==> src/hdl/mus_pkg.sv <==
// shared types and constants for the modified utf-8 byte sanitizer
// no dependencies; used by mus_skid, mus_decode and the top level
`timescale 1ns / 1ps
`default_nettype none

package mus_pkg;

  localparam int unsigned BYTE_W   = 8;
  localparam int unsigned MAX_RES  = 3;
  localparam int unsigned CNT_W    = 2;
  // skid beat: byte in the low bits, end flag on top
  localparam int unsigned IN_W     = BYTE_W + 1;

  localparam logic [BYTE_W-1:0] REPL_RESET = 8'h3F;
  localparam logic [1:0]        CONT_TAG   = 2'b10;
  localparam logic [3:0]        THREE_HI   = 4'hE;
  localparam logic [3:0]        ILLEGAL_HI = 4'hF;

  typedef logic [BYTE_W-1:0] byte_t;

  typedef struct packed {
    byte_t            lead;
    byte_t            cont;
    logic [CNT_W-1:0] cnt;
    logic             three;
  } hold_t;

  typedef struct packed {
    byte_t [MAX_RES-1:0] bytes;
    logic  [CNT_W-1:0]   cnt;
    hold_t               hold;
  } step_t;

endpackage

`default_nettype wire

==> src/hdl/mus_skid.sv <==
// two-entry skid buffer with a registered ready towards the source
// depends on mus_pkg for the default beat width
`timescale 1ns / 1ps
`default_nettype none

module mus_skid #(
  parameter int unsigned WIDTH = mus_pkg::IN_W
) (
  input  wire logic             clk,
  input  wire logic             rst_n,
  input  wire logic             s_valid,
  output logic                  s_ready,
  input  wire logic [WIDTH-1:0] s_data,
  output logic                  m_valid,
  input  wire logic             m_ready,
  output logic [WIDTH-1:0]      m_data
);

  logic             val_r;
  logic [WIDTH-1:0] dat_r;
  logic             skid_val_r;
  logic [WIDTH-1:0] skid_dat_r;
  logic             s_fire;
  logic             pop;

  assign s_ready = ~skid_val_r;
  assign s_fire  = s_valid & s_ready;
  assign pop     = val_r & m_ready;
  assign m_valid = val_r;
  assign m_data  = dat_r;

  always_ff @(posedge clk) begin
    if (!rst_n) begin
      val_r      <= 1'b0;
      skid_val_r <= 1'b0;
    end else if (!val_r || pop) begin
      if (skid_val_r) begin
        val_r      <= 1'b1;
        skid_val_r <= 1'b0;
      end else begin
        val_r <= s_fire;
      end
    end else if (s_fire) begin
      skid_val_r <= 1'b1;
    end
  end

  always_ff @(posedge clk) begin
    if (!val_r || pop) begin
      dat_r <= skid_val_r ? skid_dat_r : s_data;
    end else if (s_fire) begin
      skid_dat_r <= s_data;
    end
  end

endmodule

`default_nettype wire

==> src/hdl/mus_decode.sv <==
// one byte step of the repair: results and next held state, combinational
// depends on mus_pkg for hold_t and step_t
`timescale 1ns / 1ps
`default_nettype none

module mus_decode (
  input  wire mus_pkg::hold_t hold,
  input  wire mus_pkg::byte_t in_byte,
  input  wire logic           string_end,
  input  wire mus_pkg::byte_t repl,
  output mus_pkg::step_t      step
);

  always_comb begin
    mus_pkg::hold_t                                  nxt;
    mus_pkg::byte_t [mus_pkg::MAX_RES-1:0]           res;
    logic [mus_pkg::CNT_W-1:0]                       n;
    logic                                            do_start;

    nxt      = hold;
    res      = '0;
    n        = '0;
    do_start = 1'b0;

    if (hold.cnt == '0) begin
      do_start = 1'b1;
    end else if (in_byte[7:6] == mus_pkg::CONT_TAG) begin
      if (hold.three && hold.cnt == 2'd1) begin
        nxt.cont = in_byte;
        nxt.cnt  = 2'd2;
      end else begin
        // sequence complete, emit it unchanged
        res[n] = hold.lead;
        n      = n + 2'd1;
        if (hold.cnt == 2'd2) begin
          res[n] = hold.cont;
          n      = n + 2'd1;
        end
        res[n] = in_byte;
        n      = n + 2'd1;
        nxt    = '0;
      end
    end else begin
      // broken sequence: replace held bytes, then restart on this byte
      res[n] = repl;
      n      = n + 2'd1;
      if (hold.cnt == 2'd2) begin
        res[n] = repl;
        n      = n + 2'd1;
      end
      nxt      = '0;
      do_start = 1'b1;
    end

    if (do_start) begin
      if (!in_byte[7]) begin
        res[n] = in_byte;
        n      = n + 2'd1;
      end else if (in_byte[7:6] == mus_pkg::CONT_TAG ||
                   in_byte[7:4] == mus_pkg::ILLEGAL_HI) begin
        res[n] = repl;
        n      = n + 2'd1;
      end else begin
        nxt.lead  = in_byte;
        nxt.cont  = '0;
        nxt.cnt   = 2'd1;
        nxt.three = (in_byte[7:4] == mus_pkg::THREE_HI);
      end
    end

    if (string_end) begin
      if (nxt.cnt != '0) begin
        res[n] = repl;
        n      = n + 2'd1;
      end
      if (nxt.cnt == 2'd2) begin
        res[n] = repl;
        n      = n + 2'd1;
      end
      nxt = '0;
    end

    step.bytes = res;
    step.cnt   = n;
    step.hold  = nxt;
  end

endmodule

`default_nettype wire

==> src/hdl/modified_utf8_byte_sanitizer_top.sv <==
// top level of the modified utf-8 byte sanitizer
// depends on mus_pkg, mus_skid and mus_decode
`timescale 1ns / 1ps
`default_nettype none

// Repairs a byte stream into modified UTF-8, one input beat per byte.
// ASCII passes unchanged, stray continuations and 0xF0-0xFF leads become the
// replacement byte, and two- or three-byte sequences are held until complete,
// then emitted as they came. A sequence broken by a non-continuation byte, or
// left open when tlast marks the end of the string, has each held byte
// replaced. One input byte gives zero to three output beats; the output side
// drains one beat per cycle from a three-byte result buffer while out_tready
// is high, so the block takes one byte per cycle as long as each byte gives at
// most one beat and the receiver is ready, and an input byte that gives two or
// three beats holds the input back while the buffer drains. An accepted input
// beat passes through the skid stage, then the result buffer, before its first
// output beat. The replacement byte resets to '?' and is written through
// the cfg channel, which is always ready; write it only while the stream is
// idle. Overlong forms are not checked and NUL is ordinary data.

module modified_utf8_byte_sanitizer_top (
  input  wire logic       clk,
  input  wire logic       rst_n,
  // input stream
  input  wire logic       in_tvalid,
  output logic            in_tready,
  input  wire logic [7:0] in_tdata,   // [7:0] in_byte
  input  wire logic       in_tlast,   // string_end
  // result stream
  output logic            out_tvalid,
  input  wire logic       out_tready,
  output logic [7:0]      out_tdata,  // [7:0] out_byte
  output logic            out_tlast,  // run_last: last beat caused by one input byte
  output logic            out_tuser,  // [0] string_done
  // replacement byte register
  input  wire logic       cfg_valid,
  output logic            cfg_ready,
  input  wire logic [7:0] cfg_data
);

  // skid stage outputs
  logic                         sk_valid;
  logic                         sk_ready;
  logic [mus_pkg::IN_W-1:0]     sk_data;

  // replacement byte
  mus_pkg::byte_t               repl_r;

  // held sequence state
  mus_pkg::hold_t               hold_r;
  mus_pkg::step_t               step;

  // result buffer, beat 0 is presented
  mus_pkg::byte_t [mus_pkg::MAX_RES-1:0] obuf_r;
  logic [mus_pkg::CNT_W-1:0]    rem_r;
  logic                         end_r;

  logic                         take;
  logic                         load;

  // input skid keeps in_tready registered
  mus_skid #(
    .WIDTH (mus_pkg::IN_W)
  ) u_skid (
    .clk     (clk),
    .rst_n   (rst_n),
    .s_valid (in_tvalid),
    .s_ready (in_tready),
    .s_data  ({in_tlast, in_tdata}),
    .m_valid (sk_valid),
    .m_ready (sk_ready),
    .m_data  (sk_data)
  );

  mus_decode u_decode (
    .hold       (hold_r),
    .in_byte    (sk_data[mus_pkg::BYTE_W-1:0]),
    .string_end (sk_data[mus_pkg::BYTE_W]),
    .repl       (repl_r),
    .step       (step)
  );

  // config write, always taken
  assign cfg_ready = 1'b1;

  always_ff @(posedge clk) begin
    if (!rst_n) begin
      repl_r <= mus_pkg::REPL_RESET;
    end else if (cfg_valid) begin
      repl_r <= cfg_data;
    end
  end

  // result buffer handshake
  assign out_tvalid = (rem_r != '0);
  assign out_tdata  = obuf_r[0];
  assign out_tlast  = (rem_r == 2'd1);
  assign out_tuser  = (rem_r == 2'd1) & end_r;

  assign take     = out_tvalid & out_tready;
  // new byte enters once the buffer is empty or its last beat leaves now
  assign sk_ready = (rem_r == '0) | (rem_r == 2'd1 & out_tready);
  assign load     = sk_valid & sk_ready;

  always_ff @(posedge clk) begin
    if (!rst_n) begin
      rem_r  <= '0;
      end_r  <= 1'b0;
      hold_r <= '0;
    end else if (load) begin
      rem_r  <= step.cnt;
      end_r  <= sk_data[mus_pkg::BYTE_W];
      hold_r <= step.hold;
    end else if (take) begin
      rem_r <= rem_r - 2'd1;
    end
  end

  always_ff @(posedge clk) begin
    if (load) begin
      obuf_r <= step.bytes;
    end else if (take) begin
      obuf_r <= {mus_pkg::byte_t'(0), obuf_r[mus_pkg::MAX_RES-1:1]};
    end
  end

endmodule

`default_nettype wire

==> config.mk <==
export PLATFORM = sky130hd
export DESIGN_NAME = modified_utf8_byte_sanitizer_top
export DESIGN_NICKNAME = d
export VERILOG_FILES = /design/src/hdl/mus_pkg.sv /design/src/hdl/mus_skid.sv /design/src/hdl/mus_decode.sv /design/src/hdl/modified_utf8_byte_sanitizer_top.sv
export SDC_FILE = /design/constraint.sdc
export NUM_CORES = 1
export LEC_CHECK = 0
export BUFFER_PORTS_ARGS = -buffer_cell sky130_fd_sc_hd__clkbuf_2
export CORE_MARGIN = 3
export CORE_UTILIZATION = 55
export CTS_BUF_LIST = sky130_fd_sc_hd__clkbuf_4 sky130_fd_sc_hd__clkbuf_8
export DETAILED_ROUTE_END_ITERATION = 7
export PLACE_DENSITY = 0.77
export SYNTH_ARGS = -nofsm -noshare
export SYNTH_HDL_FRONTEND = slang
export SYNTH_SLANG_ARGS = --single-unit
==> constraint.sdc <==
create_clock -name clk -period 9 [get_ports clk]
set_clock_uncertainty 0.2 [all_clocks]
set_input_delay 0.9 -clock clk [delete_from_list [all_inputs] [get_ports clk]]
set_output_delay 0.9 -clock clk [all_outputs]
set_load 0.1 [all_outputs]
---- Word level (Yosys, flattened, before mapping) ----
Cells that the tools add are included.
cells by class
  div/mod/pow operators ................... 0
  $lt $le $gt $ge ......................... 8
  shift-type cells ........................ 0
  $add $sub $neg .......................... 5
  bitwise logic cells ..................... 9
  mux-type cells .......................... 60
  reduce and logical (&&, ||, !) cells .... 15
  multiply operators ...................... 0
  eq/ne operators ......................... 7
operator list
  cell                                                                                  count
  24-bit 2-to-1 mux                                                                     11
  24-bit bitwise mux                                                                    5
  19-bit 2-to-1 mux                                                                     6
  8-bit 2-to-1 mux                                                                      11
  8-bit demux with 2-bit select                                                         4
  2-bit 2-to-1 mux                                                                      16
  16-bit 2-to-1 mux                                                                     1
  2-bit by 3-bit < comparator with 1-bit output (second input constant)                 4
  10-bit 2-to-1 mux                                                                     1
  9-bit 2-to-1 mux                                                                      1
  2-bit by 1-bit adder with 2-bit output (second input constant)                        4
  4-bit equality test (second input constant)                                           2
  2-bit by 1-bit greater-or-equal comparator with 1-bit output (second input constant)  4
  2-bit equality test (second input constant)                                           3
  2-bit nonzero test                                                                    3
  1-bit AND                                                                             5
  1-bit logical AND                                                                     5
  2-bit by 1-bit equality test with 1-bit output (second input constant)                2
  2-bit logical NOT                                                                     2
  1-bit 2-to-1 mux                                                                      4
  1-bit NOT                                                                             3
  1-bit logical OR                                                                      2
  2-bit AND reduction                                                                   1
  2-bit OR reduction                                                                    1
  other kinds (3)                                                                       3
storage, ports and cells
  flip-flop bits (word level) ............. 74
  memory bits (read-only) ................. 0
  logic and storage cells ................. 118
  bits in latches ......................... 0
  memory bits (writable) .................. 0
  input bits .............................. 22
  memories kept ........................... 0
  output and inout bits ................... 13

---- Logic depth before layout (Yosys ltp) ----
  depth in word-level cells ............... 24
  mapped depth ............................ 16
  mapped depth without buffers ............ 14

---- Hierarchy ----
Synthesis repeated with hierarchy kept, for this count alone.
second synthesis, totals
  cells, all modules ...................... 507
  area total of the unflattened synthesis .. 4,643.2 µm²
by module, submodules not included
  module                            seq. area each (µm²)  area an instance (µm²)  instances  cells each
  modified_utf8_byte_sanitizer_top  1,321.3               2,293.4                 1          198
  mus_decode                        0.0                   1,586.5                 1          273
  mus_skid                          580.6                 763.2                   1          36

---- Worst setup path after synthesis ----
Ideal clock, no wire load.
  path type ............................... reg2reg
  from .................................... register hold_r[1] in the netlist's numbering
  to ...................................... register obuf_r[8] in the netlist's numbering (data pin)
  slack ................................... 5.718 ns
  arrival time ............................ 2.816 ns
  path buffers ............................ 3
  clock period less this slack ............ 3.282 ns
  setup time .............................. 0.266 ns
  stages on the path, launching flop included .. 16
  data required time ...................... 8.534 ns
  cells stage by stage .................... dfxtp_1 > buf_6 > buf_4 > clkbuf_1 > nand2_1 > o21ai_0 > ha_1 > and3_1 > nor2_1 > ha_1 > a21o_1 > ha_1 > nand3_1 > a21oi_2 > a2111oi_0 > o21ai_1
on the way
  word-level cells in the longest chain between the ends .. 24
  elaborated cells between the ends (all ways) .. 69
  classes of those cells .................. add/sub (3); order compare (8); eq/ne (3); mux (48); reduce/logical (7)
RTL lines
  element                                                                                      line                                     RTL
  start: declaration                                                                           modified_utf8_byte_sanitizer_top.sv:50   mus_pkg::hold_t hold_r;
  start signal: assignment                                                                     modified_utf8_byte_sanitizer_top.sv:113  hold_r <= step.hold;
  2-bit equality test                                                                          mus_decode.sv:35, mus_decode.sv:47
  2-bit 2-to-1 mux                                                                             mus_decode.sv:35, mus_decode.sv:47
  2-bit 2-to-1 mux                                                                             mus_decode.sv:28                         if (hold.three && hold.cnt == 2'd1) begin
  2-bit 2-to-1 mux                                                                             mus_decode.sv:27                         end else if (in_byte[7:6] == mus_pkg::CONT_TAG) begin
  2-bit 2-to-1 mux                                                                             mus_decode.sv:25                         if (hold.cnt == '0) begin
  2-bit by 1-bit adder with 2-bit output (tied with other cells)                               mus_decode.sv:40                         n = n + 2'd1;
  2-bit 2-to-1 mux or 1-bit logical AND (tied branches)                                        mus_decode.sv:28, mus_decode.sv:39
  2-bit 2-to-1 mux or 8-bit 2-to-1 mux (tied branches)                                         mus_decode.sv:27, mus_decode.sv:39
  [8 not listed]                                                                               -
  2-bit by 3-bit < comparator with 1-bit output (implied by the code) (tied with other cells)  mus_decode.sv:77                         res[n] = repl;
  1-bit logical AND (implied by the code) or 24-bit bitwise mux (tied branches)                mus_decode.sv:77, mus_decode.sv:73
  8-bit 2-to-1 mux (implied by the code) or 24-bit 2-to-1 mux (tied branches)                  mus_decode.sv:77, mus_decode.sv:72
  8-bit demux with 2-bit select or 24-bit 2-to-1 mux (tied branches)                           -
  24-bit bitwise mux                                                                           mus_decode.sv:77
  24-bit 2-to-1 mux                                                                            mus_decode.sv:76                         if (nxt.cnt == 2'd2) begin
  24-bit 2-to-1 mux (*)                                                                        mus_decode.sv:71                         if (string_end) begin
  24-bit 2-to-1 mux (*)                                                                        modified_utf8_byte_sanitizer_top.sv:120  if (load) begin
  end signal: assignment                                                                       modified_utf8_byte_sanitizer_top.sv:121  obuf_r <= step.bytes;
  end signal: assignment                                                                       modified_utf8_byte_sanitizer_top.sv:123  obuf_r <= {mus_pkg::byte_t'(0), obuf_r[mus_pkg::MAX_RES-1:1]};
  end: declaration                                                                             modified_utf8_byte_sanitizer_top.sv:54   mus_pkg::byte_t [mus_pkg::MAX_RES-1:0] obuf_r;
Mark *: on every way between the ends. The rest lies on a longest branch, timed or not. The select of a mux whose other input is x is not followed.
A chain may end at the register's enable or synchronous reset.

---- Worst setup path in the final report ----
Ends and elaborated chain as after synthesis.

==> impl_metrics.csv <==
group,metric,value,unit
clock_tree,number_of_buffers_added_to_fix_hold_violations_after_cts,0,
worst_setup_path,path_common_cell,"ha_1",
pwr,clock_power_share,0.237,
pwr,leakage,1.84,nW
worst_setup_path,cp.required,8900,ps
clock_tree,post_cts.repair.setup_buffers,0,
job,cap_viol_max_count,0,
yosys,seq_area_frac_synth,0.420,
clock_tree,ctsHtreeMaxLevel,3,
global_routing,grt_pass1_vias,3771,
sta,grt_setup_unrepaired,"false",
yosys,syn-mean-instance-area,9.06,sq um
cells_and_area,layout_cell_share_with_drive_strength_beyond_1,0.173,
yosys,ys_warn_count,0,
yosys,top_cells_by_count_synth,"66 x nand2_1, 42 x edfxtp_1, 36 x a21oi_1, 36 x nor2_1, 32 x dfxtp_1",
sta,fin_crit_sh,0.440,
yosys,synth.lib_cells_used.distinct,70,
sta,final_max_slew_viol_count,0,
clock_tree,cts-buffers-inserted,9,
floorplan,floorplan.initialDensity,0.577,
global_routing,grt_max_degree,39,
cells_and_area,final_cells,605,
yosys,synthMostInstantiatedCell,"nand2_1",
routing,detail_route.drc_violations,0,
routing,detailroute.via_count,3933,
cells_and_area,diodes,0,
yosys,synth-seq-cells,74,
place,placed_inst_area,4600,sq um
pwr,vdd_drop_max,0.112,mV
sta,finalWorstSetupSlack,5040,ps
floorplan,pin_count,35,
sta,timing.final.hold_violations,0,
routing,detail_route.wirelength,12100,microns
worst_setup_path,timing.critical_path.arrival,3860,ps
worst_setup_path,setup.worst_path.end_class,"register",
sta,clock.fmax,0.252,GHz
routing,route.detailed.vias_per_inst,6.50,
clock_tree,cts_max_path_buffers,2,
sta,worstMarginPinSlew,806,ps
global_routing,grt_first_pass_wirelength,19600,microns
place,dp.cells,589,
yosys,syn-num-nets,530,
global_routing,gr-total-overflow,0,
floorplan,die_x,96.8,microns
place,port-buffer-count,33,
cells_and_area,final_core_util,0.608,
cells_and_area,final_nets,528,
worst_setup_path,critical_path_peak_fanout,32,
sta,fin_tns_setup,0,ps
place,pre_cts_ws,5110,ps
pwr,internal_power,606,uW
pwr,comb_power_share,0.322,
floorplan,placementRows,32,
floorplan,die-height,96.8,microns
clock_tree,clk_lat_worst_skew,360,ps
sta,final-setup-viol-count,0,
routing,detail_route.iter0.violations,489,
yosys,synth_ff_type,"edfxtp_1",
global_routing,number_of_antenna_violations_at_the_first_check_in_global_routing,0,
routing,antenna_violating_nets_post_route,0,
place,routabilityCongestion,1.03,
clock_tree,clkTransAtPathRegs,80,ps
worst_setup_path,slowest_stage,"nor2b_1",
pwr,cellPowerDensity,212,nW/um^2
sta,period_needed,3960,ps
sta,worst_slew_margin_rel,0.463,
clock_tree,cts_repair_resize_count,0,
worst_setup_path,crit_path_max_incr_delay,510,ps
run_status,outcome,"complete, no violations",
worst_setup_path,critPathKind,"register to register",
floorplan,design.die.area,9360,sq um
yosys,synth.cell_area,4530,sq um
floorplan,floorplan.core_area,7850,sq um
pwr,power.switching_fraction,0.402,
worst_setup_path,start_kind,"register",
sta,hold_slack,237,ps
clock_tree,cts_root_buffer,"clkbuf_8",
yosys,synth_area_leader_cell,"edfxtp_1",
pwr,totalPowerFinal,1.01,mW
global_routing,gr-usage-all-layers,0.258,
clock_tree,cts_sinks,74,
routing,pre_repair_dr_iteration_count,7,
yosys,postSynth.asyncResetShare,0,
yosys,netlist_instances,500,
pwr,power.switching,407,uW
worst_setup_path,crit_chain,"buf_4 -> nor2b_1 -> o22ai_1 -> ha_1 -> and3_1 -> nor2_1 -> ha_1 -> a21o_1 -> ha_1 -> nand3_1 -> a21oi_2 -> a2111oi_0 -> o21ai_1",
cells_and_area,design_area,4770,sq um
cells_and_area,area_delta_synth_final,5.30,%
worst_hold_path,min-delay-path-class,"register to register",
place,hpwlAfterDp,8370,microns
pwr,p_seq_frac,0.441,
routing,post_dr_wirelength_cell,20.1,microns
yosys,synth_top_cell_area_share,0.278,
clock_tree,tritoncts,"done",
yosys,synth_enable_flop_cells,42,
yosys,synth.area.top_cells,"edfxtp_1 28%, dfxtp_1 14%, nand2_1 5.5%",
[metal layers]
metal | GRT usage | vias to the layer above | part of all wire
met3 | 0.0541 | 35 | 0.096
met5 | 0 | - | 0
met1 | 0.352 | 1849 | 0.41
met4 | 0.0875 | 0 | 0.025
met2 | 0.410 | 238 | 0.47
li1 | - | 1811 | -
[registers in the layout, indices dropped and copies added (netlist names)]
signal             flops
u_skid.skid_dat_r      9
hold_r                19
u_skid.m_data          9
repl_r                 8
end_r                  1
rem_r                  2
u_skid.m_valid         1
u_skid.skid_val_r      1
out_tdata              8
obuf_r                16
[final cells by class]
| class | instances | area [sq um] |
|---|---|---|
| fill | 716 | 3080 |
| multi-input combinational | 349 | 2260 |
| sequential | 74 | 1900 |
| timing repair buffer | 40 | 218 |
| clock buffer | 10 | 138 |
| tap | 102 | 128 |
| inverter | 24 | 90.1 |
| clock inverter | 6 | 38.8 |
[worst max-delay path: cells and delay by family, from the launching register on]
family	cells	cell delay [ps]
DFF	1	310
adders and majority gates	3	830
AOI/OAI and AO/OA	5	1170
and+or+nand+nor	4	860
buffers and inverters	1	330
[worst paths after layout]
path / cells past startpoint / slack [ps] / startpoint / endpoint
worst max-delay path: 13 / 5040 / hold_r[1] / obuf_r[8]
worst max register to register: 13 / 5040 / hold_r[1] / obuf_r[8]
worst min register to register: 2 / 240 / hold_r[9] / hold_r[9]
worst min-delay path: 2 / 240 / hold_r[9] / hold_r[9]
[cell families (layout without fill, tap and decap cells)]
family,count (synthesis),count (layout),synth area share
compound gates,158,158,0.249
simple gates,152,152,0.156
buf+inv,77,80,0.0820
flops,74,74,0.420
mux,29,29,0.0682
fa+ha+maj,8,8,0.0221
other cells,1,1,0.000827
xor+xnor,1,1,0.00193
[cell usage in the layout, fill, tap and decap left out, types with 4 or more instances in the layout]
cell	count
a21o_1	4
a21oi_1	36
a22o_1	5
a22oi_1	9
a31oi_1	7
a32oi_1	6
and2_1	4
buf_4	7
clkbuf_2	33
clkbuf_8	10
dfxtp_1	32
edfxtp_1	42
ha_1	8
inv_1	23
mux2_2	15
mux2i_1	14
nand2_1	66
nand2b_1	6
nand3_1	8
nor2_1	36
nor2b_1	8
nor3b_1	5
o211ai_1	7
o21ai_0	17
o21ai_1	4
o221ai_1	8
o22ai_1	9
o31a_1	4
o31ai_1	4
o32ai_1	4
[power groups by stage]
stage               clock network (mW)  logic (mW)  registers [mW]
finish                           0.240       0.326           0.447
global route                     0.257       0.348           0.451
CTS                              0.242       0.322           0.446
detailed placement                   0       0.321           0.454
global placement                     0       0.317           0.451
floorplan                            0       0.286           0.434
Note: power is estimated with default switching activity, not from simulation.
